==> src/rtl/lpe_pkg.sv <==
// shared types and constants for the legendre polynomial evaluator
`timescale 1ns / 1ps

package lpe_pkg;

   // field widths
   localparam int ORDER_W = 6;
   localparam int DATA_W  = 32;

   // default highest order
   localparam int MAX_ORDER_DEF = 32;

   // register stages inside one recurrence cell
   localparam int CELL_STAGES = 6;

   // 1.0 in q2.30
   localparam logic signed [DATA_W-1:0] ONE_Q30 = 32'sh4000_0000;

   // operands that travel along the chain with each transaction
   typedef struct packed {
      logic        [ORDER_W-1:0] order;
      logic signed [DATA_W-1:0]  x;
      logic signed [DATA_W-1:0]  prev;
      logic signed [DATA_W-1:0]  cur;
   } token_type;

endpackage

==> src/rtl/lpe_cell.sv <==
// one bonnet recurrence step, six register stages, applied when step < order
`timescale 1ns / 1ps

module lpe_cell #(
   parameter int STEP = 1
) (
   input  logic               clock,
   input  logic               reset,
   input  logic               in_valid,
   input  lpe_pkg::token_type in_tok,
   output logic               out_valid,
   output lpe_pkg::token_type out_tok
);
   import lpe_pkg::*;

   // step constants: 2i+1, i and round(2^32/(i+1))
   localparam logic signed [7:0] COEF_A = 8'(2 * STEP + 1);
   localparam logic signed [7:0] COEF_B = 8'(STEP);
   localparam logic [32:0] RECIP_WIDE =
      33'(((64'd1 << 32) + 64'((STEP + 1) >> 1)) / 64'(STEP + 1));
   localparam logic [31:0] RECIP = RECIP_WIDE[31:0];

   logic [CELL_STAGES-1:0] valid_ff;
   logic [CELL_STAGES-1:0] valid_in;
   token_type              tok_ff [CELL_STAGES];
   token_type              tok_in [CELL_STAGES];

   logic [63:0]        prod_ff, prod_in;
   logic               pneg_ff, pneg_in;
   logic signed [33:0] m_ff, m_in;
   logic signed [42:0] a_ff, a_in;
   logic signed [42:0] b_ff, b_in;
   logic [9:0]         hi_ff, hi_in;
   logic [31:0]        lo_ff, lo_in;
   logic               tneg_ff, tneg_in;
   logic [41:0]        ph_ff, ph_in;
   logic [63:0]        pl_ff, pl_in;
   logic               qneg_ff, qneg_in;

   logic [31:0]        mag_x;
   logic [31:0]        mag_cur;
   logic [32:0]        m_mag;
   logic signed [33:0] m_pos;
   logic signed [42:0] t_val;
   logic signed [42:0] t_abs;
   logic [64:0]        pl_round;
   logic [42:0]        q_mag;
   logic signed [31:0] nxt;
   logic               active;

   // valid and operand shift line
   always_comb begin
      valid_in = {valid_ff[CELL_STAGES-2:0], in_valid};
      tok_in[0] = in_tok;
      for (int s = 1; s < CELL_STAGES; s++) begin
         tok_in[s] = tok_ff[s-1];
      end
      tok_in[CELL_STAGES-1].prev = tok_ff[CELL_STAGES-2].prev;
      tok_in[CELL_STAGES-1].cur  = tok_ff[CELL_STAGES-2].cur;
      if (active) begin
         tok_in[CELL_STAGES-1].prev = tok_ff[CELL_STAGES-2].cur;
         tok_in[CELL_STAGES-1].cur  = nxt;
      end
   end

   // stage 1: magnitude product x * p(i)
   always_comb begin
      mag_x   = in_tok.x[31] ? 32'(-in_tok.x) : 32'(in_tok.x);
      mag_cur = in_tok.cur[31] ? 32'(-in_tok.cur) : 32'(in_tok.cur);
      prod_in = 64'(mag_x) * 64'(mag_cur);
      pneg_in = in_tok.x[31] ^ in_tok.cur[31];
   end

   // stage 2: back to q2.30, round half away from zero
   always_comb begin
      m_mag = 33'((prod_ff + (64'd1 << 29)) >> 30);
      m_pos = $signed({1'b0, m_mag});
      m_in  = pneg_ff ? -m_pos : m_pos;
   end

   // stage 3: constant scaling of both terms
   always_comb begin
      a_in = 43'(m_ff) * 43'(COEF_A);
      b_in = 43'(tok_ff[1].prev) * 43'(COEF_B);
   end

   // stage 4: difference, split into magnitude halves
   always_comb begin
      t_val   = a_ff - b_ff;
      tneg_in = t_val[42];
      t_abs   = t_val[42] ? -t_val : t_val;
      hi_in   = t_abs[41:32];
      lo_in   = t_abs[31:0];
   end

   // stage 5: partial products with the reciprocal
   always_comb begin
      ph_in   = 42'(hi_ff) * 42'(RECIP);
      pl_in   = 64'(lo_ff) * 64'(RECIP);
      qneg_in = tneg_ff;
   end

   // stage 6: sum, round, sign and saturate
   always_comb begin
      pl_round = 65'(pl_ff) + (65'd1 << 31);
      q_mag    = 43'(ph_ff) + 43'(pl_round[64:32]);
      if (!qneg_ff) begin
         nxt = (q_mag > 43'h0_7FFF_FFFF) ? 32'sh7FFF_FFFF : $signed(q_mag[31:0]);
      end else begin
         nxt = (q_mag > 43'h0_8000_0000) ? 32'sh8000_0000 : $signed(-q_mag[31:0]);
      end
      active = 7'(tok_ff[CELL_STAGES-2].order) > 7'(STEP);
   end

   // control registers
   always_ff @(posedge clock) begin
      if (reset) begin
         valid_ff <= '0;
      end else begin
         valid_ff <= valid_in;
      end
   end

   // payload registers
   always_ff @(posedge clock) begin
      tok_ff  <= tok_in;
      prod_ff <= prod_in;
      pneg_ff <= pneg_in;
      m_ff    <= m_in;
      a_ff    <= a_in;
      b_ff    <= b_in;
      hi_ff   <= hi_in;
      lo_ff   <= lo_in;
      tneg_ff <= tneg_in;
      ph_ff   <= ph_in;
      pl_ff   <= pl_in;
      qneg_ff <= qneg_in;
   end

   assign out_valid = valid_ff[CELL_STAGES-1];
   assign out_tok   = tok_ff[CELL_STAGES-1];

endmodule

==> config.mk <==
export PLATFORM = sky130hd
export DESIGN_NAME = lpe_cell
export DESIGN_NICKNAME = d
export VERILOG_FILES = /design/src/rtl/lpe_pkg.sv /design/src/rtl/lpe_cell.sv
export SDC_FILE = /design/constraint.sdc
export NUM_CORES = 2
export LEC_CHECK = 0
export ABC_CLOCK_PERIOD_IN_PS = 31500
export BUFFER_PORTS_ARGS = -buffer_cell sky130_fd_sc_hd__buf_2
export CORE_UTILIZATION = 69
export DETAILED_ROUTE_END_ITERATION = 8
export PLACE_DENSITY = 0.88
export SYNTH_ARGS = -nofsm -noshare
export SYNTH_HDL_FRONTEND = slang
export SYNTH_SLANG_ARGS = --single-unit
==> constraint.sdc <==
create_clock -name clock -period 31.5 [get_ports clock]
set_clock_uncertainty 0.15 [all_clocks]
set_input_delay 3.15 -clock clock [delete_from_list [all_inputs] [get_ports clock]]
set_output_delay 3.15 -clock clock [all_outputs]
set_load 0.05 [all_outputs]
==> run_results.csv <==
group,metric,value,unit
timing,slew_headroom,-0.0635,
yosys,synth-compound-area-share,0.0612,
finish,final_cell_mix,"inv_1 (1052), fa_1 (896), dfxtp_1 (810)",
drt,wire_per_inst,25.1,um
drt,vias,45600,
cts,postCtsSetupBuffers,0,
cts,clk_latency,0.67,ns
yosys,yosys_register_bits,810,
yosys,yosysSeqAreaShare,0.275,
global_routing,grt_pass1_wl,284000,um
global_routing,grt.total_usage,0.444,
timing,final-max-slew-violation-count,11,
finish,fill_cells,5352,
floorplan,start_util,0.700,
cts,htreeDepth,3,
setup_path,cp-end-kind,"register",
placed_design,io_buffers,207,
setup_path,crit_top_cell,"fa_1",
yosys,yosysWarnings,0,
yosys,syn-cell-area,58900,um^2
yosys,synth_mux_area_frac,0.00336,
yosys,synthCells,6151,
setup_path,required,31.91,ns
placed_design,place_inst,7276,
setup_path,crit_type,"input port to register",
drt,dr.pass1.iters,9,
floorplan,pin_count,208,
cts,ctsRootBufferMaster,"clkbuf_16",
yosys,synth-main-ff-cell,"dfxtp_1",
setup_path,crit_slowest_cell,"o21ai_0",
setup_path,max_stage_delay,0.62,ns
finish,drive_above_1_share,0.0839,
timing,hold_viol_final,0,
global_routing,grt_overflow,0,
run_status,violations,"DRC, capacitance limit, slew limit",
timing,fin_crit,14.67,ns
timing,worst_pin_slew,1.58,ns
placed_design,place_hpwl,132000,um
setup_path,cp.arrival,15.08,ns
yosys,synth_area_per_cell,9.57,um^2
drt,route.detailed.drc,146,
global_routing,grt_antenna_before_repair,30,
floorplan,die_height,294,um
timing,whs,0.150,ns
cts,clk_path_buf_depth,3,
drt,ant_nets,0,
setup_path,critPathLaunchType,"input port",
cts,clk_pin_slew,0.07,ns
cts,cts_buffers,77,
flow_run,drv_cap,1,
timing,fmax,0.0682,GHz
drt,vias_per_cell,6.14,
finish,fin_util,0.757,
drt,drt_iter0_drc,5113,
timing,setup_viol,0,
floorplan,fp.dieW,294,um
cts,cts_hold_buffers,0,
setup_path,cp_max_fo,23,
cts,cts_tree,"done",
floorplan,core,84100,um^2
timing,grt_setup_unrepaired,"no",
drt,wl,187000,um
yosys,synth-edff-count,0,
global_routing,grt_pass1_vias,48500,
finish,area_growth,8.01,%
yosys,synth_fa_ha_area_frac,0.382,
yosys,synth_cell_type_count,85,
placed_design,place_congestion,1.02,
yosys,synthSimpleGateAreaFrac,0.129,
floorplan,fp-row-count,106,
run_status,status,"finished, violations left",
global_routing,grt_max_degree,67,
floorplan,die-area,86500,um^2
timing,fin_setup_tns,0,ns
yosys,synth_top_family_by_area,"adder cells",
yosys,async_flop_share,0,
timing,post-route-period-util,0.466,
min_path,hold_class,"register to register",
finish,instances_no_fill,7434,
yosys,synth_xor_area_frac,0.0540,
finish,final_nets,7588,
cts,numClockSinks,810,
finish,final_common_cell,"inv_1",
cts,post_cts_resize_count,0,
[metrics by stage]
stage / cell area [um^2] / setup slack [ns]
after detailed placement: 60900 / 16.55
after CTS: 63600 / 17.08
final: 63600 / 16.83
after floorplan: 58900 / 18.10
after global routing: 63600 / 16.56
after global placement: 60900 / 16.71
[sequential cells by signal, summed over array words and instances (netlist names)]
name      count
a_ff         37
b_ff         32
hi_ff        10
lo_ff        32
m_ff         34
out_tok     102
ph_ff        10
pl_ff        32
pneg_ff       1
prod_ff      34
qneg_ff       1
qneg_in       1
tok_ff      478
valid_ff      6
[routing by layer]
layer / vias to the layer above / global-route usage / wire length, um
li1: 18900 / - / -
met1: 22100 / 0.518 / 63300
met2: 3358 / 0.652 / 79600
met3: 1162 / 0.201 / 27600
met4: 26 / 0.310 / 16100
met5: - / 0.00340 / 176
[worst paths after layout]
check,depth (start not counted),start,slack (ns),end
max reg2reg,14,pl_ff[34],24.67,out_tok[4]
max,37,in_tok[0],16.83,prod_ff[57]
min reg2reg,0,tok_ff[467],0.15,b_ff[27]
min,0,tok_ff[467],0.15,b_ff[27]
[critical path: cells and delay by family]
kind            cells  cell delay, ns
compound gates      9            3.07
fa+ha+maj           9            4.37
simple gates        8            2.51
xor+xnor            2            0.63
buf+inv             9            1.31
[cells by family after synthesis]
logic type               after synthesis
flip-flops                           810
AND/OR/NAND/NOR                     1773
other                                  1
AO/OA/AOI/OAI                        547
adder cells (fa/ha/maj)             1262
XOR/XNOR                             363
multiplexers                          19
buffers and inverters               1376
[cells in the mapped netlist (all sizes together), types with 8 or more instances]
cell,instances,area [um^2]
a211oi,15,118
a21o,66,495
a21oi,142,711
a31oi,23,144
and2,32,200
and3,20,125
and4,11,96.3
buf,123,877
clkbuf,200,751
dfxtp,810,16200
fa,896,17900
ha,366,4580
inv,1053,3950
mux2i,13,130
nand2,670,2510
nand2b,21,131
nand3,59,295
nand4,46,288
nor2,730,2740
nor2b,23,144
nor3,51,255
nor4,23,156
o211ai,15,113
o21a,25,188
o21ai,119,599
o21bai,13,97.6
o31a,11,96.3
o31ai,26,214
o41ai,8,77.6
or2,19,119
or3,20,125
or4,23,188
xnor2,211,1850
xor2,152,1330
[area by class of cell]
cell class / count / area (um^2) / share of cell area
diodes: 21 / 52.6 / 0.000826
clock buffers: 101 / 2130 / 0.0334
clock inverters: 36 / 517 / 0.00812
inverters: 1053 / 3950 / 0.0621
multi-input cells: 3968 / 37500 / 0.590
flip-flops and latches: 810 / 16200 / 0.255
well taps: 1134 / 1420 / 0.0223
repair buffers: 311 / 1820 / 0.0286
Power is left out: the tool's default activity adds up to more than one toggle a clock period on the data nets, which glitch-free logic cannot reach.
